--- src/design/bpso_pkg.sv ---
// Shared types and constants for the binary PSO bit update block.
// Holds op codes, field widths and the sigmoid ROM built at elaboration.
// No dependencies.
package bpso_pkg;

	localparam int NUM_BITS = 64;
	localparam int IDX_W    = $clog2(NUM_BITS);
	localparam int GAIN_W   = 15;
	localparam int RAND_W   = 16;
	localparam int VEL_W    = 16;
	localparam int SUM_W    = VEL_W + 2;

	// register index on the config channel
	localparam logic [1:0] REG_ALPHA = 2'd0;
	localparam logic [1:0] REG_BETA  = 2'd1;
	localparam logic [1:0] REG_VMAX  = 2'd2;

	typedef enum logic [1:0] {
		OP_UPDATE = 2'd0,
		OP_BEST   = 2'd1,
		OP_INIT   = 2'd2
	} op_t;

	// one entry of the per-bit state memory
	typedef struct packed {
		logic             cur;
		logic             best;
		logic [VEL_W-1:0] vel;
	} ent_t;

	typedef logic [255:0][15:0] sig_rom_t;

	localparam logic [127:0] EXP_STEP_Q32 = 128'd4034748382;

	// 1/(1+exp(-x)) in Q0.16, x = signed high byte of velocity / 16.
	// exp(-k/16) in Q32 by repeated rounded multiply; long division by shift/subtract.
	function automatic sig_rom_t build_sigmoid();
		logic [63:0]  pos [129];
		logic [127:0] e;
		logic [63:0]  d;
		logic [63:0]  num;
		logic [63:0]  q;
		logic [64:0]  rem;
		sig_rom_t     rom;
		int           k;
		int           b;
		e = 128'h1 << 32;
		for (k = 0; k <= 128; k++) begin
			d   = 64'h1_0000_0000 + e[63:0];
			num = (64'h1 << 48) + (d >> 1);
			q   = '0;
			rem = '0;
			for (b = 63; b >= 0; b--) begin
				rem = {rem[63:0], num[b]};
				if (rem >= {1'b0, d}) begin
					rem  = rem - {1'b0, d};
					q[b] = 1'b1;
				end
			end
			pos[k] = q;
			e = (e * EXP_STEP_Q32 + (128'h1 << 31)) >> 32;
		end
		for (k = 0; k < 256; k++) begin
			if (k < 128)
				rom[k] = (pos[k] > 64'd65535) ? 16'hFFFF : pos[k][15:0];
			else
				rom[k] = 16'(64'd65536 - pos[256 - k]);
		end
		return rom;
	endfunction

	localparam sig_rom_t SIG_ROM = build_sigmoid();

endpackage

--- src/design/binary_pso_bit_update.sv ---
// Binary PSO bit update: per-bit current/best bit and Q4.12 velocity.
// Depends on bpso_pkg (op codes, state entry type, sigmoid ROM).
//
// channel   dir  handshake                     contents
// s_axis    in   s_axis_tvalid/s_axis_tready   one op word per bit update
// m_axis    out  m_axis_tvalid/m_axis_tready   bit state after the op
// cfg       in   cfg_valid/cfg_ready           gain and velocity limit writes
//
// One word per cycle while the result is not held; the result register loads when the word leaves stage 1.
// The state memory is read at the accept edge and written when the word leaves stage 1;
// the last write is forwarded so a same-index word right behind it sees it.
// Reset clears per-entry valid bits at once; unwritten entries read as zero.
// A held result stalls the update stage, which then stops taking input.
module binary_pso_bit_update
	import bpso_pkg::*;
(
	input  logic        clk,
	input  logic        arst_n,
	input  logic        s_axis_tvalid,
	output logic        s_axis_tready,
	// op[1:0], bit_index[7:2], global_best_bit[8], rand_local[24:9],
	// rand_global[40:25], rand_draw[56:41], init_bit[57], zero pad [63:58]
	input  logic [63:0] s_axis_tdata,
	output logic        m_axis_tvalid,
	input  logic        m_axis_tready,
	// current_bit[0], best_bit[1], velocity[17:2], zero pad [23:18]
	output logic [23:0] m_axis_tdata,
	input  logic        cfg_valid,
	output logic        cfg_ready,
	input  logic [1:0]  cfg_index,
	input  logic [14:0] cfg_data
);

	logic [GAIN_W-1:0] alpha_q, beta_q, vmax_q;

	// input unpack
	logic [1:0]        in_op;
	logic [IDX_W-1:0]  in_idx;
	logic              in_gbest;
	logic [RAND_W-1:0] in_r1, in_r2, in_r3;
	logic              in_init;
	logic              in_acc;

	// stage 1
	logic                    s1_vld_q;
	logic [1:0]              op_s1;
	logic [IDX_W-1:0]        idx_s1;
	logic                    gbest_s1;
	logic [GAIN_W-1:0]       c1_s1, c2_s1;
	logic [RAND_W-1:0]       r3_s1;
	logic                    init_s1;
	ent_t                    rd_s1;
	logic                    rd_vld_s1;
	logic                    s1_adv;

	// state memory, valid bits, forward register
	ent_t                    mem_q [NUM_BITS];
	logic [NUM_BITS-1:0]     ent_vld_q;
	logic                    fwd_vld_q;
	logic [IDX_W-1:0]        fwd_idx_q;
	ent_t                    fwd_q;

	ent_t                    old_ent, new_ent;
	logic signed [SUM_W-1:0] v_old, d1, d2, v_sum, lim, v_clamp;
	logic [7:0]              sig_idx;

	logic                    out_vld_q;
	ent_t                    out_q;

	assign in_op    = s_axis_tdata[1:0];
	assign in_idx   = s_axis_tdata[7:2];
	assign in_gbest = s_axis_tdata[8];
	assign in_r1    = s_axis_tdata[24:9];
	assign in_r2    = s_axis_tdata[40:25];
	assign in_r3    = s_axis_tdata[56:41];
	assign in_init  = s_axis_tdata[57];

	assign cfg_ready     = 1'b1;
	assign s1_adv        = s1_vld_q && (!out_vld_q || m_axis_tready);
	assign s_axis_tready = !s1_vld_q || s1_adv;
	assign in_acc        = s_axis_tvalid && s_axis_tready;

	always_ff @(posedge clk or negedge arst_n) begin
		if (!arst_n) begin
			alpha_q <= GAIN_W'(8192);
			beta_q  <= GAIN_W'(8192);
			vmax_q  <= GAIN_W'(16384);
		end else if (cfg_valid) begin
			unique case (cfg_index)
				REG_ALPHA: alpha_q <= cfg_data;
				REG_BETA:  beta_q  <= cfg_data;
				REG_VMAX:  vmax_q  <= cfg_data;
				default: ;
			endcase
		end
	end

	// stage 1 payload; gain products are taken off the input word
	always_ff @(posedge clk) begin
		if (in_acc) begin
			op_s1    <= in_op;
			idx_s1   <= in_idx;
			gbest_s1 <= in_gbest;
			c1_s1    <= GAIN_W'((32'(alpha_q) * 32'(in_r1)) >> 16);
			c2_s1    <= GAIN_W'((32'(beta_q) * 32'(in_r2)) >> 16);
			r3_s1    <= in_r3;
			init_s1  <= in_init;
			rd_s1    <= mem_q[in_idx];
		end
		if (s1_adv)
			mem_q[idx_s1] <= new_ent;
	end

	always_ff @(posedge clk or negedge arst_n) begin
		if (!arst_n) begin
			s1_vld_q  <= 1'b0;
			rd_vld_s1 <= 1'b0;
			ent_vld_q <= '0;
			fwd_vld_q <= 1'b0;
			fwd_idx_q <= '0;
			fwd_q     <= '0;
		end else begin
			if (s_axis_tready)
				s1_vld_q <= s_axis_tvalid;
			if (in_acc)
				rd_vld_s1 <= ent_vld_q[in_idx];
			if (s1_adv) begin
				ent_vld_q[idx_s1] <= 1'b1;
				fwd_vld_q         <= 1'b1;
				fwd_idx_q         <= idx_s1;
				fwd_q             <= new_ent;
			end
		end
	end

	// entry as of now: latest write wins over the memory read
	always_comb begin
		if (fwd_vld_q && fwd_idx_q == idx_s1)
			old_ent = fwd_q;
		else if (rd_vld_s1)
			old_ent = rd_s1;
		else
			old_ent = '0;
	end

	always_comb begin
		v_old = SUM_W'(signed'(old_ent.vel));
		lim   = signed'(SUM_W'(vmax_q));
		priority if (old_ent.best && !old_ent.cur)
			d1 = signed'(SUM_W'(c1_s1));
		else if (!old_ent.best && old_ent.cur)
			d1 = -signed'(SUM_W'(c1_s1));
		else
			d1 = '0;
		priority if (gbest_s1 && !old_ent.cur)
			d2 = signed'(SUM_W'(c2_s1));
		else if (!gbest_s1 && old_ent.cur)
			d2 = -signed'(SUM_W'(c2_s1));
		else
			d2 = '0;
		v_sum = v_old + d1 + d2;
		priority if (v_sum > lim)
			v_clamp = lim;
		else if (v_sum < -lim)
			v_clamp = -lim;
		else
			v_clamp = v_sum;
		sig_idx = v_clamp[VEL_W-1:VEL_W-8];

		new_ent = old_ent;
		unique case (op_s1)
			OP_UPDATE: begin
				new_ent.vel = v_clamp[VEL_W-1:0];
				new_ent.cur = (r3_s1 < SIG_ROM[sig_idx]);
			end
			OP_BEST: new_ent.best = old_ent.cur;
			OP_INIT: begin
				new_ent.cur  = init_s1;
				new_ent.best = init_s1;
				new_ent.vel  = '0;
			end
			default: ;
		endcase
	end

	always_ff @(posedge clk or negedge arst_n) begin
		if (!arst_n)
			out_vld_q <= 1'b0;
		else if (!out_vld_q || m_axis_tready)
			out_vld_q <= s1_adv;
	end

	always_ff @(posedge clk) begin
		if (s1_adv)
			out_q <= new_ent;
	end

	assign m_axis_tvalid = out_vld_q;
	assign m_axis_tdata  = {6'd0, out_q.vel, out_q.best, out_q.cur};

`ifndef SYNTHESIS
	a_vel_in_limit: assert property (@(posedge clk) disable iff (!arst_n)
		s1_adv && op_s1 == OP_UPDATE |-> v_clamp <= lim && v_clamp >= -lim)
		else $error("updated velocity outside limit");

	a_init_result: assert property (@(posedge clk) disable iff (!arst_n)
		s1_adv && op_s1 == OP_INIT |=> out_q.vel == '0 && out_q.cur == out_q.best)
		else $error("init word did not clear velocity");

	a_entry_marked: assert property (@(posedge clk) disable iff (!arst_n)
		s1_adv |=> ent_vld_q[fwd_idx_q] && fwd_idx_q == $past(idx_s1))
		else $error("written entry not marked valid");
`endif

endmodule

--- config.mk ---
export PLATFORM = sky130hd
export DESIGN_NAME = binary_pso_bit_update
export DESIGN_NICKNAME = d
export VERILOG_FILES = /design/src/design/bpso_pkg.sv /design/src/design/binary_pso_bit_update.sv
export SDC_FILE = /design/constraint.sdc
export NUM_CORES = 2
export LEC_CHECK = 0
export BUFFER_PORTS_ARGS = -buffer_cell sky130_fd_sc_hd__buf_2
export CORE_MARGIN = 3
export CORE_UTILIZATION = 50
export CTS_CLUSTER_SIZE = 12
export DETAILED_ROUTE_END_ITERATION = 8
export HOLD_SLACK_MARGIN = 0.08
export PLACE_DENSITY = 0.66
export SLEW_MARGIN = 20
export SYNTH_ARGS = -nofsm -noshare
export SYNTH_HDL_FRONTEND = slang
export SYNTH_SLANG_ARGS = --single-unit
--- constraint.sdc ---
create_clock -name clk -period 15.84 [get_ports clk]
set_input_delay 0.792 -clock clk [delete_from_list [all_inputs] [get_ports clk]]
set_output_delay 0.792 -clock clk [all_outputs]
set_load 0.005 [all_outputs]
Yosys cells after proc, flatten, opt, wreduce, memory -nomap -nowiden. Memories as Yosys holds them, arrays and structs flattened. A register that Yosys moved wholly into a read port is not among the register bits. Index checks and enable logic that the tools add are counted. W data, S select, Z words.

Multiply operators: 2. Reductions and logical operators: 20. Bitwise operators: 1. $add $sub $neg: 5. Muxes and demuxes: 18. Equality and inequality tests: 5. Magnitude comparators: 7.

Operators with widths (count): $mux W18 (6); $or A64 B64 Y64 (1); $mul A15 B16 Y31 (2); $neg A15 Y18 (3); $mux W16 (3); $pmux W16 S2 (1); $add A16 B18 Y18 (1); $add A18 B18 Y18 (1); $gt A18 B16 Y1 (1); $lt A18 B18 Y1 (1); $lt A16 B16 Y1 (1); $lt A6 B7 Y1 const B (2); $lt A8 B9 Y1 const B (1); $logic_and A1 B1 Y1 (8); $bmux W1 S6 (1); $demux W1 S6 (1); $eq A6 B6 Y1 (1); $ge A6 B1 Y1 const B (1); $reduce_and A2 Y1 (3); $logic_not A1 Y1 (5); $eq A2 B1 Y1 const B (2); $eq A2 B2 Y1 const B (2); $logic_not A2 Y1 (2); $mux W1 (4); 2 further kinds (4).

Output and inout bits: 27. Register bits after elaboration: 211. Word-level logic and storage cells: 82. Bits in writable memories: 1152. ROM bits: 4096. Input port bits: 86. Memories: 2.

Memories: (no name shown) (depth 256, bits a word 16, read ports 1, clocked after memory_dff 0, wr ports 0, RTL line binary_pso_bit_update.sv:174) `new_ent.cur = (r3_s1 < SIG_ROM[sig_idx]);`; mem_q (depth 64, bits a word 18, read ports 1, clocked after memory_dff 1, wr ports 1, RTL line binary_pso_bit_update.sv:57) `ent_t mem_q [NUM_BITS];`.

Longest topological paths before layout.
Word-level depth: 16. Depth in mapped cells: 58. Gate-level depth less buffers: 53.

Least setup slack after synthesis. No wires, ideal clock.

Kind: reg-to-reg. Start point: register idx_s1[5]. End point: register out_q (netlist bit m_axis_tdata[0]), data pin. Path buffers: 8. Arrival time: 12.096 ns. Required time: 15.317 ns. Cell stages (with the launch flop): 50. Slack: 3.222 ns. Clock period less this slack: 12.618 ns. Library setup time: 0.523 ns. Cells stage by stage: edfxtp_1 -> buf_2 -> xor2_1 -> nor3_2 -> and2_1 -> buf_2 -> o21a_1 -> clkbuf_1 -> clkbuf_1 -> a31oi_1 -> fa_1 -> inv_1 -> ha_1 -> a21o_1 -> or3_1 -> o21ba_2 -> a31o_2 -> a21o_1 -> [14 not listed] -> o21a_1 -> buf_2 -> ha_1 -> clkbuf_1 -> nor3_1 -> o311ai_1 -> o211ai_1 -> o2111ai_1 -> o311a_1 -> a31o_1 -> ha_1 -> o21ai_0 -> o21ai_0 -> a2111oi_0 -> o311ai_1 -> nor4_1 -> a211oi_2 -> o21ai_1.

RTL lines: start: declaration (RTL line binary_pso_bit_update.sv:47) `logic [IDX_W-1:0] idx_s1;`; start signal: assignment (RTL line binary_pso_bit_update.sv:102) `idx_s1 <= in_idx;`; end signal: assignment (RTL line binary_pso_bit_update.sv:195) `out_q <= new_ent;`; end: declaration (RTL line binary_pso_bit_update.sv:68) `ent_t out_q;`.

==> summary.md <==
| Metric | Value |
|---|---|
| Number of library cell types mapped by synthesis | 113 |
| DR WL/cell | ~28 um |
| Core area | 148000 um2 |
| Die Wd | between 300 and 400 um |
| Post-synth EDFFs | 1244 |
| First-pass GRT wire length | 304 mm |
| Detail Placement HPWL | 129 mm |
| TNS Setup | 0 ns |
| Root Buffer | clkbuf_16 |
| CP peak stage delay | 0.96 ns |
| Hold WC Path Type | in -> reg |
| #FFs+latches synth | around 1.4k |
| Drt first-iter violations | around 4.3k |
| H-tree depth | 4 |
| Most frequent cells in the layout | 1244 x edfxtp_1, 477 x nand2_1, 402 x inv_1 |
| Die area | 154000 um2 |
| Final Max Slew Viols | 0 |
| CTS sink count | about 1.4k |
| Post-route clock period utilization | 92.8% |
| Port Buffers | around 100 |
| Ports | ~110 |
| Yosys top cell area share | around 50% |
| Hold Path End | r3_s1[11] |
| Largest net degree at the start of global routing | between 100 and 150 |
| Crit path arrival time | 15.21 ns |
| Mapped Area | 74900 um2 |
| Overflow after GRT | 0 |
| CP Class | reg -> reg |
| R2r worst-path depth | 47 |
| Total CTS buffers | 145 |
| Slowest-stage cell, CP | ha_1 |
| GRT Overall Usage | around 27% |
| Crit path from | idx_s1[2] |
| Nature of the critical path endpoint | flip-flop |
| Synthesis warning total | 0 |
| Worst Path Buf+Inv | 6 |
| Top FF cell, synth | edfxtp_1 |
| Final Cell Area | 82400 um2 |
| Share of layout cells above drive strength 1 | approximately a fifth |
| Clk_lat worst skew | 0.77 ns |
| Reg-to-Reg End | mem_q[18][17] |
| Gate Count Post-Synth | 5075 |
| CTS tree | built |
| Worst setup SP type | flip-flop |
| GPL Wtd Cong | 0.979 |
| Routed WL | 204 mm |
| Mapped Avg Cell Area | 14.7 um2 |
| # DRC | 0 |
| Row cnt | 141 |
| F_max | 0.0680 GHz |
| Most common cell after layout, fill and taps aside | edfxtp_1 |
| Maximum capacitance violations | 0 |
| Worst endpoint required time | 16.35 ns |
| NumNets Final | roughly 6k |
| RSZ-0062 raised after global routing | no |
| Via count | 44.4k |
| Die Y | just under 400 um |
| Hold depth | 1 |
| Clk buf depth | 3 |
| Initial Utilization | 50.5% |
| Final min period | roughly 15 ns |
| Async set-reset flop share out of synthesis | 9.92% |
| Synth area leader | edfxtp_1 |
| DR pass1 iterations | 6 |
| Critical path depth | 47 |
| Largest cells by area after synthesis | edfxtp_1 50%, mux4_2 12%, fa_1 10%, dfrtp_1 4.5%, ha_1 4.4% |
| Antenna viol nets, final | 0 |
| Clock skew | 0.0579 ns |
| Vias in the first global route | approximately 46k |
| Status | completed |
| Worst-path clk slew | 0.06 ns |
| Syn-to-layout area delta | 10.1% |
| Slew headroom | 21.8% |
| Delay-heaviest family, CP | compound AO/OA/AOI/OAI gates |
| Antenna violations before repair | 9 |
| Final Hold Vio Count | 0 |
| Sequential fraction of the synthesis area | 54.5% |
| Vias per cell | 6.19 |
| R2r setup slk | around 1.1 ns |
| Placed cell areas | about 80000 um2 |
| Worst-Margin Slew | 1.14 ns |
| Setup Viol. Count Final | 0 |
| Hold path start | s_axis_tdata[52] |
| Max FO, Critical Path | 65 |
| Worst r2r src | idx_s1[2] |
[worst max-delay path by stage]
stage                                  to  slack (ns)
final                       mem_q[18][17]        1.14
after floorplan           m_axis_tdata[0]        3.22
after global routing        mem_q[19][17]        0.39
after detailed placement    mem_q[61][17]        1.64
after CTS                   mem_q[16][17]        1.55
after global placement      mem_q[62][17]        1.79
[metal layers]
metal  global-route usage (%)  vias to the layer above  share of wire (%)
met5                        0                        -             0.0069
met4                     11.6                        2                4.7
met3                     4.15                      438                7.0
met2                     44.1                     1838                 49
met1                     36.3                    23200                 39
li1                         -                    19000                  -
[layout make-up]
| type | instances | area (um2) |
|---|---|---|
| diodes | 6 | 15.0 |
| flip-flops and latches | 1381 | 40800 |
| fillers | 11700 | 65800 |
| inverters | 409 | 1540 |
| multi-input cells | 2997 | 31800 |
| well taps | 1930 | 2410 |
| repair buffers | 219 | 1480 |
| clock buffers | 197 | 3890 |
| clock inverters | 39 | 480 |
[synthesized netlist by cell type, types with 12 or more instances]
cell,instances
inv_1,403
fa_1,376
a21o_1,23
mux4_2,399
xor2_1,22
nand4_1,18
o31ai_1,12
clkbuf_1,190
o21ai_1,20
buf_1,36
ha_1,263
xnor2_1,50
dfrtp_1,134
o221ai_1,12
a211oi_1,27
o21a_1,17
and2_1,200
o21ai_0,114
or3_1,17
a21oi_1,121
edfxtp_1,1244
nand2_1,477
buf_2,48
nand2b_1,17
mux2_2,57
nand3_1,54
and3_1,18
nor2_1,197
nor3_1,63
or2_2,70
buf_4,13
o211ai_1,47
a31oi_1,34
nor4_1,14
[state kept, by name, summed over array words and instances (netlist names), 16 cells and up]
name / count
ent_vld_q: 64
rd_s1: 18
fwd_q: 18
m_axis_tdata: 18
r3_s1: 16
mem_q: 1152
[stage by stage]
stage               util [%]  setup slack (ns)  std cells  hold WS (ns)
finish                  55.6              1.14       7178         0.213
global route            55.6             0.391       7172         0.175
CTS                     55.6              1.55       7172         0.157
detailed placement      52.6              1.64       6935         0.448
global placement        52.6              1.79       6935         0.445
floorplan                  -              3.22       5080         0.434
[cell families (layout without fill, tap and decap cells)]
kind of cell | Yosys count | after routing | synth area share [%]
DFF | 1381 | 1381 | 54.5
and+or+nand+nor | 1206 | 1206 | 7.79
buffers and inverters | 702 | 864 | 3.73
adders and majority gates | 639 | 639 | 14.5
AOI/OAI and AO/OA | 604 | 604 | 5.63
muxes | 467 | 467 | 13.0
xor gates and xnor gates | 74 | 74 | 0.886
other | 2 | 13 | 0.0100
[what timing repair did]
item / CTS / global route
hold buffers: 1 / 0
resized for setup: 0 / 0
hold endpoints to repair: 2 / 0
setup buffers: 0 / 0
Power is left out: the tool's default activity adds up to more than one toggle a clock period on the data nets, which glitch-free logic cannot reach.
